## src/rtl/wfr_pkg.sv

```systemverilog
// Shared types and codes for the websocket frame receiver.
// Used by the receiver top level and its port checker; no dependencies.
package wfr_pkg;

    typedef enum logic [2:0] {
        PH_HDR0    = 3'd0,
        PH_HDR1    = 3'd1,
        PH_EXTLEN  = 3'd2,
        PH_MASK    = 3'd3,
        PH_PAYLOAD = 3'd4
    } phase_t;

    localparam logic [1:0] ST_OPEN    = 2'd0;
    localparam logic [1:0] ST_CLOSING = 2'd1;
    localparam logic [1:0] ST_DEAD    = 2'd2;

    localparam logic [2:0] EV_NONE    = 3'd0;
    localparam logic [2:0] EV_ERROR   = 3'd1;
    localparam logic [2:0] EV_TEXT    = 3'd2;
    localparam logic [2:0] EV_BINARY  = 3'd3;
    localparam logic [2:0] EV_TOOLONG = 3'd4;
    localparam logic [2:0] EV_CLOSE   = 3'd5;
    localparam logic [2:0] EV_PONG    = 3'd6;

    localparam logic [3:0] OP_CONT   = 4'h0;
    localparam logic [3:0] OP_TEXT   = 4'h1;
    localparam logic [3:0] OP_BINARY = 4'h2;
    localparam logic [3:0] OP_CLOSE  = 4'h8;
    localparam logic [3:0] OP_PING   = 4'h9;

    localparam logic [6:0] LEN_EXT16 = 7'd126;
    localparam logic [6:0] LEN_EXT64 = 7'd127;
    localparam logic [63:0] ECHO_MAX = 64'd125;
    localparam logic [63:0] LIMIT_SLACK = 64'd16;
    localparam logic [31:0] MAX_MSG_RESET = 32'd65536;

endpackage

```

## src/rtl/websocket_frame_receiver.sv

```systemverilog
// Websocket frame receiver: header decode, unmasking and frame events.
// Depends on wfr_pkg; checked by wfr_checker (bound from its own file).
//
// Usage:
//   Input channel rx_byte/rx_valid/rx_ready carries one received stream byte
//   per transfer. Each accepted byte produces exactly one result on the
//   output channel (data_byte, data_valid, data_kind, event_code,
//   echo_length, link_status with out_valid/out_ready).
//   The result of a byte is registered for the cycle after its transfer.
//   Throughput: one byte per cycle while results are taken. Header decode,
//   the 64-bit length checks and the unmask XOR sit in one combinational pass
//   between the parse state registers and the result register.
//   Stall: rx_ready stays high while the result register is empty or being
//   taken in the same cycle; when the receiver holds out_ready low with a
//   result pending, rx_ready drops and the result is held unchanged.
//   Reset (rst_n low, asynchronous): parser waits for the first header byte,
//   no message in progress, link open, max_message_bytes = 65536.
//   Configuration: cfg_write_en loads cfg_write_data into max_message_bytes
//   at the clock edge; write only while no byte is in flight.
//   After an error, a close or an overflow, later bytes give results that
//   are all zero except link_status.
module websocket_frame_receiver (
    input  logic        clk,
    input  logic        rst_n,
    input  logic        cfg_write_en,
    input  logic [31:0] cfg_write_data,
    input  logic [7:0]  rx_byte,
    input  logic        rx_valid,
    output logic        rx_ready,
    output logic [7:0]  data_byte,
    output logic        data_valid,
    output logic        data_kind,
    output logic [2:0]  event_code,
    output logic [6:0]  echo_length,
    output logic [1:0]  link_status,
    output logic        out_valid,
    input  logic        out_ready
);
    import wfr_pkg::*;

    // parse state
    phase_t      phase_reg,  phase_next;
    logic [3:0]  hdr_idx_reg, hdr_idx_next;
    logic [3:0]  opcode_reg, opcode_next;
    logic        final_reg,  final_next;
    logic        masked_reg, masked_next;
    logic [63:0] plen_reg,   plen_next;
    logic [63:0] ppos_reg,   ppos_next;
    logic [31:0] mask_reg,   mask_next;
    logic [1:0]  mkind_reg,  mkind_next;
    logic [32:0] mlen_reg,   mlen_next;
    logic [1:0]  status_reg, status_next;
    logic [31:0] max_reg;

    // result register
    logic        out_valid_reg;
    logic [7:0]  data_byte_reg;
    logic        data_valid_reg;
    logic        data_kind_reg;
    logic [2:0]  event_code_reg;
    logic [6:0]  echo_length_reg;
    logic [1:0]  link_status_reg;

    // decode flags
    logic        accept;
    logic        is_open;
    logic        len_done;
    logic        mask_done;
    logic        end_frame;
    logic        hdr_err;
    logic        overflow;
    logic        data_op;
    logic        ctrl_echo;
    logic [63:0] plen_new;
    logic        masked_new;
    logic [63:0] msg_sum;
    logic [63:0] ppos_inc;
    logic [3:0]  hdr_idx_inc;
    logic [6:0]  len7;
    logic [7:0]  key_byte;

    // result fields for the byte being taken
    logic [7:0]  r_byte;
    logic        r_valid;
    logic        r_kind;
    logic [2:0]  r_event;
    logic [6:0]  r_echo;

    assign rx_ready = !out_valid_reg || out_ready;
    assign accept   = rx_valid && rx_ready;
    assign is_open  = (status_reg == ST_OPEN);

    // Decode: length assembly, header checks and frame-end detection.
    always_comb
    begin
        len7        = rx_byte[6:0];
        msg_sum     = 64'(mlen_reg) + plen_reg;   // wraps at 64 bits
        overflow    = msg_sum > {32'd0, max_reg};
        ppos_inc    = ppos_reg + 64'd1;
        hdr_idx_inc = hdr_idx_reg + 4'd1;
        data_op     = (opcode_reg <= OP_BINARY);
        ctrl_echo   = ((opcode_reg == OP_CLOSE) || (opcode_reg == OP_PING))
                      && (plen_reg <= ECHO_MAX);
        plen_new    = plen_reg;
        masked_new  = masked_reg;
        len_done    = 1'b0;
        mask_done   = 1'b0;
        end_frame   = 1'b0;
        unique case (phase_reg)
            PH_HDR0:
            begin
            end
            PH_HDR1:
            begin
                masked_new = rx_byte[7];
                if ((len7 == LEN_EXT16) || (len7 == LEN_EXT64))
                begin
                    plen_new = 64'd0;
                end
                else
                begin
                    plen_new = 64'(len7);
                    len_done = 1'b1;
                end
            end
            PH_EXTLEN:
            begin
                plen_new = {plen_reg[55:0], rx_byte};
                len_done = (hdr_idx_reg <= 4'd1);
            end
            PH_MASK:
            begin
                mask_done = (hdr_idx_inc >= 4'd4);
                end_frame = mask_done && (plen_reg == 64'd0);
            end
            default:
            begin
                end_frame = (ppos_inc >= plen_reg);
            end
        endcase
        if (!is_open)
        begin
            len_done  = 1'b0;
            end_frame = 1'b0;
            mask_done = 1'b0;
        end
        hdr_err = !masked_new
                  || (plen_new > (64'(max_reg) + LIMIT_SLACK))
                  || ((opcode_reg >= 4'd3) && (opcode_reg <= 4'd7))
                  || (opcode_reg >= 4'hB)
                  || (((opcode_reg == OP_TEXT) || (opcode_reg == OP_BINARY))
                      && (mkind_reg != 2'd0))
                  || ((opcode_reg == OP_CONT) && (mkind_reg == 2'd0));
    end

    // Next state.
    always_comb
    begin
        phase_next  = phase_reg;
        hdr_idx_next = hdr_idx_reg;
        opcode_next = opcode_reg;
        final_next  = final_reg;
        masked_next = masked_reg;
        plen_next   = plen_reg;
        ppos_next   = ppos_reg;
        mask_next   = mask_reg;
        mkind_next  = mkind_reg;
        mlen_next   = mlen_reg;
        status_next = status_reg;
        if (is_open)
        begin
            unique case (phase_reg)
                PH_HDR0:
                begin
                    final_next  = rx_byte[7];
                    opcode_next = rx_byte[3:0];
                    phase_next  = PH_HDR1;
                end
                PH_HDR1:
                begin
                    masked_next = masked_new;
                    plen_next   = plen_new;
                    if (len7 == LEN_EXT16)
                    begin
                        hdr_idx_next = 4'd2;
                        phase_next   = PH_EXTLEN;
                    end
                    else if (len7 == LEN_EXT64)
                    begin
                        hdr_idx_next = 4'd8;
                        phase_next   = PH_EXTLEN;
                    end
                end
                PH_EXTLEN:
                begin
                    plen_next = plen_new;
                    if (hdr_idx_reg != 4'd0)
                    begin
                        hdr_idx_next = hdr_idx_reg - 4'd1;
                    end
                end
                PH_MASK:
                begin
                    mask_next    = {mask_reg[23:0], rx_byte};
                    hdr_idx_next = hdr_idx_inc;
                    if (mask_done)
                    begin
                        ppos_next = 64'd0;
                        if (plen_reg != 64'd0)
                        begin
                            phase_next = PH_PAYLOAD;
                        end
                    end
                end
                default:
                begin
                    ppos_next = ppos_inc;
                end
            endcase
        end
        if (end_frame)
        begin
            phase_next = PH_HDR0;
            if (opcode_reg == OP_CLOSE)
            begin
                status_next = ST_CLOSING;
            end
            else if (data_op)
            begin
                if (overflow)
                begin
                    status_next = ST_CLOSING;
                end
                else if (final_reg)
                begin
                    mlen_next  = 33'd0;
                    mkind_next = 2'd0;
                end
                else
                begin
                    mlen_next = msg_sum[32:0];
                end
            end
        end
        if (len_done)
        begin
            if (hdr_err)
            begin
                status_next = ST_DEAD;
                phase_next  = PH_HDR0;
            end
            else
            begin
                phase_next   = PH_MASK;
                hdr_idx_next = 4'd0;
                mask_next    = 32'd0;
                if ((opcode_reg == OP_TEXT) || (opcode_reg == OP_BINARY))
                begin
                    mkind_next = opcode_reg[1:0];
                end
            end
        end
    end

    // Result fields.
    always_comb
    begin
        case (ppos_reg[1:0])
            2'd0:    key_byte = mask_reg[31:24];
            2'd1:    key_byte = mask_reg[23:16];
            2'd2:    key_byte = mask_reg[15:8];
            default: key_byte = mask_reg[7:0];
        endcase
        r_byte  = 8'd0;
        r_valid = 1'b0;
        r_kind  = 1'b0;
        r_event = EV_NONE;
        r_echo  = 7'd0;
        // payload byte: phase is payload when none of the header phases match
        if (is_open && (phase_reg != PH_HDR0) && (phase_reg != PH_HDR1)
            && (phase_reg != PH_EXTLEN) && (phase_reg != PH_MASK))
        begin
            if (data_op)
            begin
                if ((mkind_reg == 2'd1) && !overflow)
                begin
                    r_byte  = rx_byte ^ key_byte;
                    r_valid = 1'b1;
                end
            end
            else if (ctrl_echo)
            begin
                r_byte  = rx_byte ^ key_byte;
                r_valid = 1'b1;
                r_kind  = 1'b1;
            end
        end
        if (end_frame)
        begin
            if ((opcode_reg == OP_CLOSE) || (opcode_reg == OP_PING))
            begin
                r_echo  = (plen_reg > ECHO_MAX) ? 7'd0 : plen_reg[6:0];
                r_event = (opcode_reg == OP_CLOSE) ? EV_CLOSE : EV_PONG;
            end
            else if (data_op)
            begin
                if (overflow)
                begin
                    r_event = EV_TOOLONG;
                end
                else if (final_reg)
                begin
                    r_event = (mkind_reg == 2'd1) ? EV_TEXT : EV_BINARY;
                end
            end
        end
        if (len_done && hdr_err)
        begin
            r_event = EV_ERROR;
        end
    end

    // Parse state and limit register; parse state advances only on an input transfer.
    always_ff @(posedge clk or negedge rst_n)
    begin
        if (!rst_n)
        begin
            phase_reg   <= PH_HDR0;
            hdr_idx_reg <= 4'd0;
            opcode_reg  <= 4'd0;
            final_reg   <= 1'b0;
            masked_reg  <= 1'b0;
            plen_reg    <= 64'd0;
            ppos_reg    <= 64'd0;
            mask_reg    <= 32'd0;
            mkind_reg   <= 2'd0;
            mlen_reg    <= 33'd0;
            status_reg  <= ST_OPEN;
            max_reg     <= MAX_MSG_RESET;
            out_valid_reg <= 1'b0;
        end
        else
        begin
            if (cfg_write_en)
            begin
                max_reg <= cfg_write_data;
            end
            if (accept)
            begin
                phase_reg   <= phase_next;
                hdr_idx_reg <= hdr_idx_next;
                opcode_reg  <= opcode_next;
                final_reg   <= final_next;
                masked_reg  <= masked_next;
                plen_reg    <= plen_next;
                ppos_reg    <= ppos_next;
                mask_reg    <= mask_next;
                mkind_reg   <= mkind_next;
                mlen_reg    <= mlen_next;
                status_reg  <= status_next;
            end
            // hold the result until taken; refill on every input transfer
            if (accept)
            begin
                out_valid_reg <= 1'b1;
            end
            else if (out_ready)
            begin
                out_valid_reg <= 1'b0;
            end
        end
    end

    // Result payload; no reset needed.
    always_ff @(posedge clk)
    begin
        if (accept)
        begin
            data_byte_reg   <= r_byte;
            data_valid_reg  <= r_valid;
            data_kind_reg   <= r_kind;
            event_code_reg  <= r_event;
            echo_length_reg <= r_echo;
            link_status_reg <= status_next;
        end
    end

    assign out_valid   = out_valid_reg;
    assign data_byte   = data_byte_reg;
    assign data_valid  = data_valid_reg;
    assign data_kind   = data_kind_reg;
    assign event_code  = event_code_reg;
    assign echo_length = echo_length_reg;
    assign link_status = link_status_reg;

endmodule

```

## config.mk

```make
export PLATFORM = sky130hd
export DESIGN_NAME = websocket_frame_receiver
export DESIGN_NICKNAME = d
export VERILOG_FILES = /design/src/rtl/wfr_pkg.sv /design/src/rtl/websocket_frame_receiver.sv
export SDC_FILE = /design/constraint.sdc
export NUM_CORES = 1
export LEC_CHECK = 0
export ABC_AREA = 1
export BUFFER_PORTS_ARGS = -buffer_cell sky130_fd_sc_hd__buf_2
export CAP_MARGIN = 0
export CORE_ASPECT_RATIO = 1.25
export CORE_UTILIZATION = 40
export DETAILED_ROUTE_END_ITERATION = 10
export GPL_TIMING_DRIVEN = 0
export PLACE_DENSITY = 0.59
export SLEW_MARGIN = 20
export SYNTH_ARGS = -nofsm -noshare
export SYNTH_HDL_FRONTEND = slang
export SYNTH_SLANG_ARGS = --single-unit
```

## constraint.sdc

```tcl
create_clock -name clk -period 4.83 [get_ports clk]
set_clock_uncertainty 0.15 [all_clocks]
set_input_delay 0.966 -clock clk [delete_from_list [all_inputs] [get_ports clk]]
set_output_delay 0.966 -clock clk [all_outputs]
set_load 0.02 [all_outputs]
```

* Word-level counts from Yosys, hierarchy flattened
Index checks and enable logic that the tools add are counted.
** Operators by class
- Muxes and demuxes :: 63
- Add/sub/neg operators :: 5
- Magnitude comparators :: 11
- Equality and inequality tests :: 19
- Reductions and logical operators :: 48
- Bitwise operators :: 7
** Operators with widths (count)
- $pmux 64 s2 :: 2
- $mux 32 :: 4
- $add 33x64->64 :: 1
- $add 64x1->64 const B :: 1
- $ge 64x64->1 :: 1
- $gt 64x32->1 :: 1
- $gt 64x33->1 :: 1
- $gt 64x7->1 const B :: 1
- $le 64x7->1 const B :: 1
- $logic_not 64->1 :: 1
- $mux 64 :: 1
- $reduce_bool 64->1 :: 1
- $mux 2 :: 17
- $add 32x5->33 const B :: 1
- $mux 33 :: 1
- $mux 3 :: 10
- $mux 4 :: 6
- $mux 8 :: 3
- $pmux 8 s3 :: 1
- $eq 7x7->1 const B :: 2
- $mux 1 :: 13
- $logic_and 1x1->1 :: 12
- $pmux 4 s3 :: 1
- $logic_or 1x1->1 :: 9
- other kinds (39) :: 61
** Word-level totals
- Input bits :: 45
- Output and inout port bits :: 24
- Flip-flop bits (word level) :: 265
- Logic and storage cells :: 173

* Depth between registers and ports, before layout
- Word-level depth :: 12
- Depth in mapped cells :: 34
- Depth with buffers taken out :: 34

* Least setup slack after synthesis
No wires, ideal clock.
- Path kind :: reg2reg
- Start point :: register ppos_reg[0]
- End point :: register mlen_reg[14]
- Buffers on the path :: 1
- Cell stages (with the launch flop) :: 33
- Required time :: 4.559 ns
- Setup time :: 0.121 ns
- Clock period less this slack :: 4.345 ns
- Slack :: 0.485 ns
- Data arrival time :: 4.074 ns
- Path through :: dfrtp_1 > ha_1 > nand2_1 > inv_1 > nand2_1 > nor2_2 > nand3_1 > nor3b_2 > nand3_2 > nor2_1 > nand3_1 > nor2_2 > nand3_2 > nor2_2 > nand2_1 > nor2_1 > nand2_1 > and2_1 > ha_1 > nand2_1 > inv_1 > nand4_1 > inv_1 > nand2_1 > nor2_1 > nand4_1 > nand4_1 > nand2_1 > nor4_2 > nand2_4 > buf_2 > nand2_1 > o21ai_1
** Between the ends
- Longest elaborated chain between the ends :: 5
** RTL lines
- start, declared :: line websocket_frame_receiver.sv:48 : logic [63:0] ppos_reg, ppos_next;
- start signal, assigned :: line websocket_frame_receiver.sv:356 : ppos_reg <= ppos_next;
- $add 64x1->64 :: line websocket_frame_receiver.sv:99 : ppos_inc = ppos_reg + 64'd1;
- $ge 64x64->1 :: line websocket_frame_receiver.sv:138 : end_frame = (ppos_inc >= plen_reg);
- $pmux 1 s2 :: line websocket_frame_receiver.sv:109 : unique case (phase_reg)
- $mux 1 :: line websocket_frame_receiver.sv:141 : if (!is_open)
- $reduce_and 5->1 (no source line)
- end signal, assigned :: line websocket_frame_receiver.sv:359 : mlen_reg <= mlen_next;
- end, declared :: line websocket_frame_receiver.sv:51 : logic [32:0] mlen_reg, mlen_next;
No other way between the ends.
A chain may end at the register's enable or synchronous reset.

* Final worst setup path
- Start point :: register ppos_reg[1]
- End point :: register phase_reg[0]
** Between the ends
- Longest elaborated chain between the ends :: 6
- Elaborated cells between the ends (all ways) :: 12
- Those cells by class :: 1 x add/sub; 1 x order compare; 3 x eq/ne; 4 x mux; 3 x reduce/logical
** RTL lines
- $add 64x1->64 * :: line websocket_frame_receiver.sv:99
- $ge 64x64->1 * :: line websocket_frame_receiver.sv:138
- $pmux 1 s2 * :: line websocket_frame_receiver.sv:109
- $mux 1 * :: line websocket_frame_receiver.sv:141
- $ne 5x5->1 (no source line), or another cell as far along
- $reduce_and 6->1 (no source line) / $mux 3 (equally long branches)
- end signal, assigned :: line websocket_frame_receiver.sv:350 : phase_reg <= phase_next;
- end, declared :: line websocket_frame_receiver.sv:42 : phase_t phase_reg, phase_next;
Every way passes the cells marked *; elsewhere a longest branch is shown, timed or not.

==> out/metrics.yaml <==
timing:
  drv_slew: 0
  max_freq_mhz: 205
  max-slew-margin-rel: 0.364
  setup_tns_ns: -0.343
  grt_setup_unrepaired: "true"
  hold_violations: 0
  period_share: 1.01
  fin_crit_ns: 4.88
  setup_violations: 27
  worst_pin_slew_ns: 0.954
  fin_ws_ns: -0.0525
grt:
  grt_max_degree: 93
  grt_pass1_vias: 21300
  grt.overflow.total: 0
  grt_usage: 0.292
  antenna_found_initial: 0
  grt_pass1_wl_mm: 120
drt:
  drt_iter0_drc: 1592
  drc: 0
  wl_mm: 80.1
  vias: 21700
  wl_per_cell_um: 20.4
  drt_pre_antenna_iters: 8
  drtAntennaViolNets: 0
  vias_per_cell: 5.54
yosys:
  ys_types: 57
  synthCells: 3019
  synthTopCellsByArea: "dfrtp_1, nand2_1, ha_1"
  netlist_area_sq_mm: 0.0211
  synth_seq_cells: 265
  yosysTopAreaCellShare: 0.287
  seq_area_frac_synth: 0.320
  synth_area_leader_cell: "dfrtp_1"
  synth_edf_count: 22
  synth_nets: 3237
  synth-main-ff-cell: "dfrtp_1"
  ys_async_sr_fraction: 0.917
  synth.avg_cell_area_sq_um: 6.98
  yosysWarningCount: 0
clock_network:
  clock-root-buffer: "clkbuf_16"
  cts_hold_buffers: 0
  cts_tree: "built"
  insertion_delay_ns: 0.57
  cts_buffers: 34
  cts_buffer_depth: 3
  cts.reportedPaths.clkPinSlew_ns: 0.07
  cts_num_sinks: 265
  htreeDepth: 2
final_layout:
  utilization: 0.502
  area_growth_pct: 23.3
  final_area_sq_mm: 0.0260
  final_cell_mix: "nand2_1, inv_1, dfrtp_1"
  n_antenna_cell: 0
  layout-drive-gt1-share: 0.167
  layout_commonest_cell: "nand2_1"
  nets: 3450
  fillers: 5043
critical_path:
  r2r_slack_ns: -0.05
  cp_max_fo: 5
  startpoint_type: "flip-flop"
  cp.required_ns: 5.12
  r2r_cells: 31
  criticalPathCategory: "flip-flop to flip-flop"
  arrival_ns: 5.17
  crit_path_top_delay_cell: "dfrtp_2"
  endpoint_kind: "flip-flop"
  max_stage_delay_ns: 0.44
  crit_top_cell: "nor2_4"
die:
  coreArea_sq_mm: 0.0518
  die_h_um: 259
  ios: 69
  initial_core_util: 0.407
  rows: 93
  die_area_sq_mm: 0.0536
  die_x_um: 207
min_path:
  hp-class: "primary input to async pin"
power_and_ir_drop:
  power_density_mw_per_mm2: 247
  irDropWorstVdd_v: 0.000185
  leakagePower_nw: 12.7
placement:
  place_congestion: 1.00
  dp.final_hpwl_mm: 61.8
  port_buffers: 67
  place_area_sq_mm: 0.0223
run_status:
  failed_checks: "negative setup slack"
  outcome: "complete, but fails checks"
flow_run:
  cap_violations: 0
-- kinds of logic after synthesis --
kind of cell    after synthesis  share of synthesized area
simple gates               1336                      0.272
compound gates              578                      0.155
buf+inv                     549                      0.101
flops                       265                      0.320
fa+ha+maj                   173                      0.103
xor+xnor                    117                     0.0486
mux                           1                   0.000534
-- path summary, 6_finish.rpt --
check                                  start           end
worst max-delay path             ppos_reg[1]  phase_reg[0]
worst min-delay path                   rst_n   max_reg[31]
worst max register to register   ppos_reg[1]  phase_reg[0]
worst min register to register  mlen_reg[30]  mlen_reg[30]
max in group asynchronous              rst_n   ppos_reg[0]
min in group clk                mlen_reg[30]  mlen_reg[30]
-- through the flow --
step	hold slack [ns]	setup slack (ns)	std cells	total power [mW]
finish	0.241	-0.0525	3923	6.41
global route	0.288	-0.196	3923	6.69
floorplan	0.303	0.485	3019	3.21
CTS	0.276	-0.0558	3885	6.38
global placement	0.319	-1.97	3751	3.56
detailed placement	0.327	-1.46	3753	3.59
-- repair_timing --
action / in CTS / in global routing
setup endpoints to repair: 97 / 98
cloned: 3 / 3
pin swaps: 46 / 72
resized for setup: 174 / 223
buffers inserted: 68 / 37
-- layout make-up --
class	count	area, sq um	area share
timing repair buffer	177	1420	0.0544
tap	665	832	0.0320
clock buffer	48	1020	0.0391
sequential	265	6750	0.260
multi-input combinational	2205	13600	0.523
clock inverter	14	169	0.00650
inverter	473	1780	0.0686
buffer	76	444	0.0171
-- synthesized netlist by cell type (all sizes together), types with 6 or more instances --
library cell    n
buf            29
o21ai         260
ha            172
nor3           86
a21oi         147
nor4           43
xor2          111
nand3         125
nand2         767
edfxtp         22
nor2          231
xnor2           6
nand4          67
clkbuf         47
o22ai         107
dfrtp         242
inv           471
o211ai         40
-- where the power goes --
group | switching, mW | internal [mW]
logic | 0.746 | 0.375
clock network | 1.09 | 1.68
registers | 0.133 | 2.39
total | 1.96 | 4.45
-- metal layers --
| layer | global-route usage | part of all wire | up-vias |
|---|---|---|---|
| li1 | - | - | 10400 |
| met1 | 0.343 | 0.40 | 10300 |
| met2 | 0.522 | 0.50 | 743 |
| met3 | 0.0328 | 0.046 | 240 |
| met4 | 0.155 | 0.058 | 0 |
| met5 | 0 | 0 | - |
-- worst max-delay path: cells and delay by family (launching register included) --
family                     cells  cell delay, ns
adders and majority gates      2            0.35
buffers and inverters          6            0.52
and+or+nand+nor               18            2.62
DFF                            1            0.44
xor gates and xnor gates       1            0.23
AOI/OAI and AO/OA              4            0.42
Note: power is estimated with default switching activity, not from simulation.
